### src/sv/distance_vector_route_update_assert.svh
// ----------------------------------------------------------------------------
// Distance-vector route update assertion macros
// Concurrent assertion wrappers, compiled out when ASSERT_OFF is defined.
// ----------------------------------------------------------------------------
`ifndef DISTANCE_VECTOR_ROUTE_UPDATE_ASSERT_SVH
`define DISTANCE_VECTOR_ROUTE_UPDATE_ASSERT_SVH

`ifndef ASSERT_OFF
// Same-cycle implication.
`define DVRU_ASSERT_IMPL(lbl, clk, rst_n, ante, cons) \
	lbl: assert property (@(posedge clk) disable iff (!rst_n) (ante) |-> (cons)) \
		else $error("implication check failed");
// Next-cycle implication.
`define DVRU_ASSERT_NEXT(lbl, clk, rst_n, ante, cons) \
	lbl: assert property (@(posedge clk) disable iff (!rst_n) (ante) |=> (cons)) \
		else $error("next-cycle check failed");
`else
`define DVRU_ASSERT_IMPL(lbl, clk, rst_n, ante, cons)
`define DVRU_ASSERT_NEXT(lbl, clk, rst_n, ante, cons)
`endif

`endif

### src/sv/dvru_pkg.sv
// ----------------------------------------------------------------------------
// Distance-vector route update package
// Shared sizes, codes, payload types and helpers.
// ----------------------------------------------------------------------------
package dvru_pkg;

	localparam int NODES       = 4;
	localparam int COST_FIELDS = 4;
	localparam int NODE_W      = (NODES > 1) ? $clog2(NODES) : 1;
	localparam int COST_W      = 10;
	localparam int ID_W        = 2;
	localparam int CFG_IDX_W   = 3;
	localparam int CFG_DATA_W  = 10;

	localparam logic [COST_W-1:0] INF_COST = 10'd999;

	localparam logic CMD_ANNOUNCE = 1'b0;
	localparam logic CMD_UPDATE   = 1'b1;

	localparam logic [CFG_IDX_W-1:0] REG_NODE_ID = 3'd0;
	localparam logic [CFG_IDX_W-1:0] REG_LINK_0  = 3'd1;
	localparam logic [CFG_IDX_W-1:0] REG_LINK_1  = 3'd2;
	localparam logic [CFG_IDX_W-1:0] REG_LINK_2  = 3'd3;
	localparam logic [CFG_IDX_W-1:0] REG_LINK_3  = 3'd4;

	typedef logic [COST_W-1:0] cost_t;

	typedef struct packed {
		logic            command;
		logic [ID_W-1:0] source_node;
		cost_t           cost_0;
		cost_t           cost_1;
		cost_t           cost_2;
		cost_t           cost_3;
	} req_t;

	typedef struct packed {
		logic [ID_W-1:0] dest_node;
		cost_t           vec_cost_0;
		cost_t           vec_cost_1;
		cost_t           vec_cost_2;
		cost_t           vec_cost_3;
		logic            last;
	} rsp_t;

	typedef struct packed {
		logic              relax_en;
		logic [NODE_W-1:0] src_idx;
		cost_t             link_src;
	} lane_ctl_t;

	typedef struct packed {
		logic             changed;
		logic [NODES-1:0] nbr_mask;
	} merge_stat_t;

	function automatic cost_t clamp_inf(cost_t v);
		return (v > INF_COST) ? INF_COST : v;
	endfunction

endpackage

### src/sv/dvru_lane.sv
// ----------------------------------------------------------------------------
// Distance-vector route lane
// Holds one destination column of the route table; relaxes it and finds the
// column minimum against the own link cost.
// ----------------------------------------------------------------------------
module dvru_lane (
	input  logic              clk,
	input  logic              arst_n,
	input  dvru_pkg::lane_ctl_t ctl,
	input  dvru_pkg::cost_t   cost,
	input  dvru_pkg::cost_t   own_link,
	output logic              changed,
	output dvru_pkg::cost_t   best
);
	import dvru_pkg::*;

	cost_t             col_q [NODES];
	logic [COST_W:0]   sum;

	assign sum     = {1'b0, cost} + {1'b0, ctl.link_src};
	assign changed = ctl.relax_en && (sum < {1'b0, col_q[ctl.src_idx]});

	always_ff @(posedge clk or negedge arst_n) begin
		if (!arst_n) begin
			for (int i = 0; i < NODES; i++) begin
				col_q[i] <= INF_COST;
			end
		end else if (changed) begin
			col_q[ctl.src_idx] <= sum[COST_W-1:0];
		end
	end

	always_comb begin
		cost_t m;
		m = own_link;
		for (int j = 0; j < NODES; j++) begin
			if (col_q[j] < m) begin
				m = col_q[j];
			end
		end
		best = clamp_inf(m);
	end

endmodule

### src/sv/dvru_merge.sv
// ----------------------------------------------------------------------------
// Distance-vector route merge
// Combines lane results into the outgoing vector, the change flag and the
// neighbor mask.
// ----------------------------------------------------------------------------
module dvru_merge (
	input  logic                      lane_chg  [dvru_pkg::NODES],
	input  dvru_pkg::cost_t           lane_best [dvru_pkg::NODES],
	input  dvru_pkg::cost_t           link      [dvru_pkg::COST_FIELDS],
	input  logic [dvru_pkg::ID_W-1:0] node_id,
	input  logic                      announce,
	output dvru_pkg::cost_t           vec       [dvru_pkg::COST_FIELDS],
	output dvru_pkg::merge_stat_t     stat
);
	import dvru_pkg::*;

	always_comb begin
		stat = '0;
		for (int d = 0; d < COST_FIELDS; d++) begin
			vec[d] = INF_COST;
		end
		for (int d = 0; d < NODES; d++) begin
			vec[d] = announce ? clamp_inf(link[d]) : lane_best[d];
			if (lane_chg[d]) begin
				stat.changed = 1'b1;
			end
			// a neighbor is any other node with a finite link
			stat.nbr_mask[d] = (node_id != ID_W'(d)) && (link[d] < INF_COST);
		end
	end

endmodule

### src/sv/distance_vector_route_update.sv
// ----------------------------------------------------------------------------
// Distance-vector route update
// One routing node: relaxes its route table from neighbor vectors and sends
// its own distance vector to every neighbor.
// ----------------------------------------------------------------------------
// An announce request sends the configured link-cost vector to each neighbor;
// an update request relaxes the sender's row of the 4x4 route table and, when
// any entry dropped, sends each neighbor the new minimum vector. One request
// is worked at a time: the accept in IDLE, the RELAX state that relaxes the table
// (all destination lanes in parallel), the MIN state that takes the column
// minima, then the SEND state, which loads the output register once per
// neighbor. An update that changes nothing returns to idle from RELAX, and a
// request that finds no neighbor leaves SEND without a load. A stalled output
// register holds SEND at each load until it is free. The output register lets
// the next request enter while the last vector waits.
// Neighbors get vectors in increasing node order, last set on the final one.
// ----------------------------------------------------------------------------
`include "distance_vector_route_update_assert.svh"

module distance_vector_route_update (
	input  logic                            clk,
	input  logic                            arst_n,
	input  logic                            cfg_we,
	input  logic [dvru_pkg::CFG_IDX_W-1:0]  cfg_index,
	input  logic [dvru_pkg::CFG_DATA_W-1:0] cfg_wdata,
	input  logic                            cmd_valid,
	output logic                            cmd_ready,
	input  dvru_pkg::req_t                  cmd,
	output logic                            rsp_valid,
	input  logic                            rsp_ready,
	output dvru_pkg::rsp_t                  rsp
);
	import dvru_pkg::*;

	localparam logic [1:0] ST_IDLE  = 2'd0;
	localparam logic [1:0] ST_RELAX = 2'd1;
	localparam logic [1:0] ST_MIN   = 2'd2;
	localparam logic [1:0] ST_SEND  = 2'd3;

	// configuration
	logic [ID_W-1:0] node_id_q;
	cost_t           link_q [COST_FIELDS];

	// request in flight and sequencer
	req_t             req_q;
	logic [1:0]       state_q;
	cost_t            vec_q  [COST_FIELDS];
	logic [NODES-1:0] mask_q;

	// output register
	rsp_t rsp_q;
	logic rsp_valid_q;

	// lanes and merge
	cost_t       req_cost  [COST_FIELDS];
	lane_ctl_t   lane_ctl;
	logic        lane_chg  [NODES];
	cost_t       lane_best [NODES];
	cost_t       merge_vec [COST_FIELDS];
	merge_stat_t merge_stat;

	// neighbor pick
	logic [NODES-1:0]  pick_oh;
	logic [NODES-1:0]  mask_rest;
	logic [NODE_W-1:0] pick_idx;
	logic              rsp_free;

	assign cmd_ready = (state_q == ST_IDLE);
	assign rsp_valid = rsp_valid_q;
	assign rsp       = rsp_q;
	assign rsp_free  = !rsp_valid_q || rsp_ready;

	always_ff @(posedge clk or negedge arst_n) begin
		if (!arst_n) begin
			node_id_q <= '0;
			for (int i = 0; i < COST_FIELDS; i++) begin
				link_q[i] <= INF_COST;
			end
		end else if (cfg_we) begin
			case (cfg_index)
				REG_NODE_ID: node_id_q <= cfg_wdata[ID_W-1:0];
				REG_LINK_0:  link_q[0] <= cfg_wdata[COST_W-1:0];
				REG_LINK_1:  link_q[1] <= cfg_wdata[COST_W-1:0];
				REG_LINK_2:  link_q[2] <= cfg_wdata[COST_W-1:0];
				REG_LINK_3:  link_q[3] <= cfg_wdata[COST_W-1:0];
				default: ; // drop writes beyond the register list
			endcase
		end
	end

	assign req_cost[0] = req_q.cost_0;
	assign req_cost[1] = req_q.cost_1;
	assign req_cost[2] = req_q.cost_2;
	assign req_cost[3] = req_q.cost_3;

	// Relax only on an update whose sender lies inside the network.
	assign lane_ctl.relax_en = (state_q == ST_RELAX) && (req_q.command == CMD_UPDATE)
		&& ({1'b0, req_q.source_node} < (ID_W + 1)'(NODES));
	assign lane_ctl.src_idx  = req_q.source_node[NODE_W-1:0];
	assign lane_ctl.link_src = link_q[req_q.source_node];

	for (genvar d = 0; d < NODES; d++) begin : g_lane
		dvru_lane u_lane (
			.clk      (clk),
			.arst_n   (arst_n),
			.ctl      (lane_ctl),
			.cost     (req_cost[d]),
			.own_link (link_q[d]),
			.changed  (lane_chg[d]),
			.best     (lane_best[d])
		);
	end

	dvru_merge u_merge (
		.lane_chg  (lane_chg),
		.lane_best (lane_best),
		.link      (link_q),
		.node_id   (node_id_q),
		.announce  (req_q.command == CMD_ANNOUNCE),
		.vec       (merge_vec),
		.stat      (merge_stat)
	);

	// Lowest pending neighbor goes out next.
	always_comb begin
		logic found;
		found    = 1'b0;
		pick_oh  = '0;
		pick_idx = '0;
		for (int k = 0; k < NODES; k++) begin
			if (!found && mask_q[k]) begin
				found      = 1'b1;
				pick_oh[k] = 1'b1;
				pick_idx   = NODE_W'(k);
			end
		end
		mask_rest = mask_q & ~pick_oh;
	end

	// Capture the request payload on accept.
	always_ff @(posedge clk) begin
		if (cmd_valid && cmd_ready) begin
			req_q <= cmd;
		end
	end

	// Hold the minimum vector for the whole send sweep.
	always_ff @(posedge clk) begin
		if (state_q == ST_MIN) begin
			vec_q <= merge_vec;
		end
	end

	always_ff @(posedge clk or negedge arst_n) begin
		if (!arst_n) begin
			state_q <= ST_IDLE;
			mask_q  <= '0;
		end else begin
			case (state_q)
				ST_IDLE: begin
					if (cmd_valid) begin
						state_q <= ST_RELAX;
					end
				end
				ST_RELAX: begin
					// announce always goes on to send; update sends only if the table dropped
					if (req_q.command == CMD_ANNOUNCE || merge_stat.changed) begin
						state_q <= ST_MIN;
					end else begin
						state_q <= ST_IDLE;
					end
				end
				ST_MIN: begin
					mask_q  <= merge_stat.nbr_mask;
					state_q <= ST_SEND;
				end
				ST_SEND: begin
					if (mask_q == '0) begin
						state_q <= ST_IDLE;
					end else if (rsp_free) begin
						mask_q <= mask_rest;
						if (mask_rest == '0) begin
							state_q <= ST_IDLE;
						end
					end
				end
				default: state_q <= ST_IDLE;
			endcase
		end
	end

	logic rsp_load;
	assign rsp_load = (state_q == ST_SEND) && (mask_q != '0) && rsp_free;

	always_ff @(posedge clk or negedge arst_n) begin
		if (!arst_n) begin
			rsp_valid_q <= 1'b0;
		end else if (rsp_load) begin
			rsp_valid_q <= 1'b1;
		end else if (rsp_ready) begin
			rsp_valid_q <= 1'b0;
		end
	end

	always_ff @(posedge clk) begin
		if (rsp_load) begin
			rsp_q.dest_node  <= ID_W'(pick_idx);
			rsp_q.vec_cost_0 <= vec_q[0];
			rsp_q.vec_cost_1 <= vec_q[1];
			rsp_q.vec_cost_2 <= vec_q[2];
			rsp_q.vec_cost_3 <= vec_q[3];
			rsp_q.last       <= (mask_rest == '0);
		end
	end

	// Neighbor and range checks on the waiting vector.
	logic rsp_to_nbr;
	logic rsp_in_range;
	assign rsp_to_nbr   = (rsp_q.dest_node != node_id_q)
		&& (link_q[rsp_q.dest_node] < INF_COST);
	assign rsp_in_range = (rsp_q.vec_cost_0 <= INF_COST) && (rsp_q.vec_cost_1 <= INF_COST)
		&& (rsp_q.vec_cost_2 <= INF_COST) && (rsp_q.vec_cost_3 <= INF_COST);

	// A vector only ever goes to a real neighbor.
	`DVRU_ASSERT_IMPL(a_dest_is_neighbor, clk, arst_n, rsp_valid_q, rsp_to_nbr)
	// Sent costs never exceed infinity.
	`DVRU_ASSERT_IMPL(a_cost_bounded, clk, arst_n, rsp_valid_q, rsp_in_range)
	// An accepted request moves straight to relaxation.
	`DVRU_ASSERT_NEXT(a_accept_relax, clk, arst_n, cmd_valid && cmd_ready, state_q == ST_RELAX)
	// The send sweep never loads over a result still waiting.
	`DVRU_ASSERT_IMPL(a_no_overwrite, clk, arst_n, rsp_load, !rsp_valid_q || rsp_ready)

endmodule
### config.mk
export PLATFORM = sky130hd
export DESIGN_NAME = distance_vector_route_update
export DESIGN_NICKNAME = d
export VERILOG_FILES = /design/src/sv/dvru_pkg.sv /design/src/sv/dvru_lane.sv /design/src/sv/dvru_merge.sv /design/src/sv/distance_vector_route_update.sv
export VERILOG_INCLUDE_DIRS = /design/src /design/src/sv
export SDC_FILE = /design/constraint.sdc
export NUM_CORES = 1
export LEC_CHECK = 0
export ABC_AREA = 1
export ABC_CLOCK_PERIOD_IN_PS = 17000
export BUFFER_PORTS_ARGS = -buffer_cell sky130_fd_sc_hd__buf_2
export CAP_MARGIN = 20
export CORE_UTILIZATION = 57
export DETAILED_ROUTE_END_ITERATION = 10
export PLACE_DENSITY = 0.75
export SETUP_SLACK_MARGIN = 0.4
export SLEW_MARGIN = 20
export SYNTH_ARGS = -nofsm -noshare
export SYNTH_HDL_FRONTEND = slang
export SYNTH_SLANG_ARGS = --single-unit
### constraint.sdc
create_clock -name clk -period 17 [get_ports clk]
set_clock_uncertainty 0.15 [all_clocks]
set_input_delay 2.55 -clock clk [delete_from_list [all_inputs] [get_ports clk]]
set_output_delay 2.55 -clock clk [all_outputs]
set_load 0.03 [all_outputs]
---- After elaboration in Yosys (flattened, before gate mapping) ----
Cells that the tools add are included.
storage, ports and cells
  register bits after elaboration ......... 335
  input bits .............................. 61
  output and inout port bits .............. 45
cells by class
  $add $sub $neg .......................... 4
  order comparisons ....................... 34
  equal/unequal tests ..................... 15
  multiplexer cells ....................... 72
  bitwise gates (word level) .............. 4
  reductions and logical operators ........ 38
operators with widths
  cell                                                  count
  two-way mux 10 bit                                    39
  bitwise mux 40 bit                                    4
  less-than comparator 10 bit                           16
  binary-select mux 10 bit (select 2 bit)               5
  > comparator 10 bit (second input constant)           8
  adder 10 x 10 -> 11 bit                               4
  less-than comparator 11 x 10 -> 1 bit                 4
  less-than comparator 10 bit (second input constant)   4
  demux 10 bit (select 2 bit)                           1
  logical AND 1 bit                                     16
  two-way mux 1 bit                                     14
  two-way mux 2 bit                                     5
  inequality test 2 bit (second input constant)         5
  AND reduction 2 bit                                   5
  zero test 4 bit                                       2
  two-way mux 4 bit                                     2
  one-hot mux 2 bit (4 select lines)                    1
  one-hot mux 4 bit (2 select lines)                    1
  equality test 3 x 2 -> 1 bit (second input constant)  2
  inequality test 3 bit (second input constant)         2
  AND reduction 3 bit                                   2
  nonzero test 2 bit                                    3
  bitwise AND 4 bit                                     1
  equality test 2 bit (second input constant)           2
  15 further kinds                                      19

---- Depth between registers and ports, before layout ----
  depth in word-level cells ............... 17
  gate-level depth with buffers ........... 51
  depth with buffers taken out ............ 48

---- Modules after synthesis ----
A second synthesis with hierarchy kept.
second synthesis, totals
  cells, all modules ...................... 2779
  area total of the unflattened synthesis .. 22739.3 µm²
modules (own cells, without submodules)
  module                             instances  cells each  area an instance (µm²)
  dvru_lane at g_lane[0].u_lane ...  2          550         4007.6
  distance_vector_route_update       1          395         6055.8
  dvru_lane at g_lane[3].u_lane      1          552         3932.5
  dvru_lane at g_lane[1].u_lane      1          540         3923.8
  dvru_merge                         1          192         812.0

---- Least setup slack after synthesis ----
No wires, ideal clock.
  kind .................................... register to register
  start ................................... reg link_q[39] (netlist bit)
  end ..................................... reg vec_q[33] (netlist bit) (data pin)
  data arrival time ....................... 6346 ps
  data required time ...................... 16598 ps
  setup slack ............................. 10252 ps
  stages on the path, launching flop included .. 44
  clock period less this slack ............ 6748 ps
  cell sequence ........................... dfstp_2 inv_1 ha_1 nand2_1 nor2_1 nand2_1 nand3_4 clkbuf_1 o21ai_0 ha_1 nand2_1 inv_1 nand3_1 nor2_1 nand4_1 nor2_1 nor2_4 nand2_4 [... 8 more ...] nand2_1 inv_2 nand2_4 inv_1 o21ai_0 inv_1 ha_1 a21oi_1 nor2_1 a2111oi_1 nand2_2 buf_6 nand2_1 nand2_1 a21oi_2 nand2_2 nand2_1 nand2_1
RTL lines
  item                  RTL line                             source
  start, declared       distance_vector_route_update.sv:42   cost_t link_q [COST_FIELDS];
  end signal, assigned  distance_vector_route_update.sv:150  vec_q <= merge_vec;
  end, declared         distance_vector_route_update.sv:47   cost_t vec_q [COST_FIELDS];

==> summary by stage <==
Status
The flow ran to the end, and the final reports show no timing, DRC or antenna violations.

Floorplan
The top-level port count is 106. The total area inside the core boundary comes to 37,800 um^2. The starting density of the core is 58.1%. The row count is 71. The die width is 198 um. The die is 198 um tall. The die area is 39,400 um^2.

Timing
Setup repair after global routing left no endpoint under its margin. The hold violation count in the final report was 0. Summed over all failing endpoints, the final setup total negative slack is 0 ns. Dividing the final minimum period by the clock period gives 43.6%.

The final max-slew violation count is 0. For this run, the top clock speed supported by timing is 135 MHz. The clock period minus worst slack is 7.41 ns. The slew of the pin with the lowest slew margin is 1.11 ns. The max-slew headroom at the worst pin is 25.3%.

The total of endpoints with negative setup slack in the final report is 0.

Clocking
The clock latency of the later-clocked register in the worst-skew pair is 0.57 ns. The clock-pin slew on the worst setup and hold paths is 0.07 ns. Counting along the longest clock path gives a buffer depth of 3. TritonCTS built the clock tree.

The library cell used as clock root buffer is clkbuf_16. The post-cts hold buffer count is 0. The number of gates resized after CTS is 0. Once the clock tree was built, the setup fixing pass inserted 0 buffers. The number of clock buffers inserted by TritonCTS is 39. CTS built an H-tree with a depth of 2. For this design, the sink count on the clock tree is 335.

Final layout
In the final layout, the share of cells above drive strength 1 is 18.9%. The library cell used most frequently in the layout, excluding fill and tap cells, is nand2_1. Compared with the post-synthesis result, the final layout area differs by 10.8%.

The design area is 24,400 um^2. In the layout the commonest cells are nand2_1, inv_1, o21ai_0. The number of nets at the end of the flow is 2,956.

The repair_antennas step left the layout with diodes totalling 0.

Route
For this run, the detailed router's first-pass iteration total came to 6. The count of vias placed by the detailed router is 19.0k. For this run, design rule violations remaining after detail routing come to 0. The total wire length after detailed routing is 64,700 um. The routed wire length per instance is 20.0 um. The number of vias per cell after detailed routing is 5.88.

The violation count after the first detailed-routing iteration is 1,524. In this run the remaining antenna-violating nets after routing total 0.

Setup path
STA classifies the critical path startpoint as a flip-flop. The most common cell type on the critical path is nand2_1. On the worst path, the slowest cell contributes a delay of 0.68 ns. The required arrival time at the worst endpoint is 17.16 ns. The critical path data arrival time is 7.57 ns. The setup check on the worst reg-to-reg path leaves a slack of 9.59 ns. In this run the worst setup path terminates at vec_q[33]. The critical path start-end classification is reg -> reg. Along the worst path, the maximum fanout reaches 19. The launch instance of the worst register-to-register path is link_q[39]. The cell at the slowest stage of the critical path is a2111oi_2.

The endpoint identified for the worst register-to-register timing path is vec_q[33]. The endpoint class of the critical path is a flip-flop. The startpoint of the most critical setup path is link_q[39]. The depth of the most critical reg-to-reg path is 38.

GRT
The pin count of the biggest net entering global routing is 85. The first global-routing pass estimated 101,000 um of wire. The global router's overall resource usage is 33.7%. The initial antenna violation count was 1. For this run the aggregate overflow at the end of global routing stands at 0. The via count of the first global-routing pass came to 18.8k.

Placement
Once placement finished, the instance area stood at 23,000 um^2. Routability-driven placement finished with a final weighted congestion of 0.969. The post-DP HPWL is 49,100 um. The number of I/O port buffers is 105.

Synth
Dividing the synthesized area by the synthesized cell count gives 8.47 um^2. The synthesis-stage register bit count is 335. The synthesized netlist occupies a cell area of 22,000 um^2. The net count after synthesis is 2,866. The proportion of register bits with asynchronous set or reset after synthesis is 62.4%. The cell count after synthesis is 2,596. The number of different library cells used by synthesis comes to 55.

The most common flop cell mapped by yosys is dfstp_2. The yosys synthesis warning count is 0. The number of synthesized flops with an enable pin is 126. The share of the Yosys chip area taken by registers is 41.9%.

Hold path
The min-delay analysis places its worst path in the category reg -> reg.

Run
Across the run, the number of max-cap violations was 0.
-- kinds of logic (layout without fill, tap and decap cells) --
group,count (synthesis),count (layout),share of synthesized area [%]
compound gates,597,597,16.3
xor+xnor,30,30,1.20
fa+ha+maj,209,209,12.0
buf+inv,418,538,7.56
flops,335,335,41.9
mux,17,17,0.871
simple gates,990,990,20.1
-- per-layer routing --
layer	part of all wire, %	track usage (%)
met1	42	43.9
met3	7.5	4.80
met4	5.5	18.1
met2	45	54.4
met5	0.020	0
-- flip-flops by register name, indices dropped and copies added, names as in the netlist, named ones only --
register / cells
g_lane.u_lane.col_q: 160
rsp: 43
link_q: 40
req_cost: 40
vec_q: 40
mask_q: 4
lane_ctl: 2
node_id_q: 2
req_q: 1
rsp_valid: 1
state_q: 1
-- worst min-delay path by stage --
stage                     startpoint  endpoint  slack (ns)  cells past startpoint
after detailed placement   vec_q[33]   rsp[34]        0.25                      0
after CTS                   vec_q[3]    rsp[4]        0.27                      0
after floorplan             vec_q[9]   rsp[10]        0.25                      0
after global placement     vec_q[38]   rsp[39]        0.25                      0
after global routing       vec_q[33]   rsp[34]        0.28                      0
final                      vec_q[39]   rsp[40]        0.27                      0
-- synth_stat cells (31+ instances only) --
cell type	number	area share, %
clkbuf_1	63	1.1
o21ai_0	306	7.0
nand2_2	44	1.3
nand3_1	118	2.7
dfrtp_1	49	5.6
dfstp_2	160	19
a22oi_1	42	1.4
a21oi_1	87	2.0
ha_1	205	12
inv_1	324	5.5
edfxtp_1	126	17
o221ai_1	45	1.8
nor2_1	129	2.2
nand4_1	31	0.88
nand2_1	591	10
-- worst max-delay path, delay by kind of cell, from the launching register on --
family	cells	cell delay, ns
AOI/OAI and AO/OA	7	2.02
buffers and inverters	5	0.43
DFF	1	0.58
and+or+nand+nor	22	2.73
adders and majority gates	4	1.26
-- layout make-up --
cell class                 count  area, um^2
multi-input combinational   1843       11200
clock inverter                22         241
tap                          511         639
inverter                     338        1270
clock buffer                  49        1100
timing repair buffer         129         714
fill                        3238       13500
sequential                   335        9210
-- stage by stage --
step	cells	worst slack [ns]	hold WS (ns)	util, %
global route	3227	8.91	0.276	64.4
floorplan	2596	10.25	0.250	-
CTS	3226	9.59	0.268	64.3
detailed placement	3155	9.69	0.255	60.8
finish	3227	9.59	0.268	64.4
global placement	3155	9.19	0.251	60.7
Power is left out: the tool's default activity adds up to more than one toggle a clock period on the data nets, which glitch-free logic cannot reach.
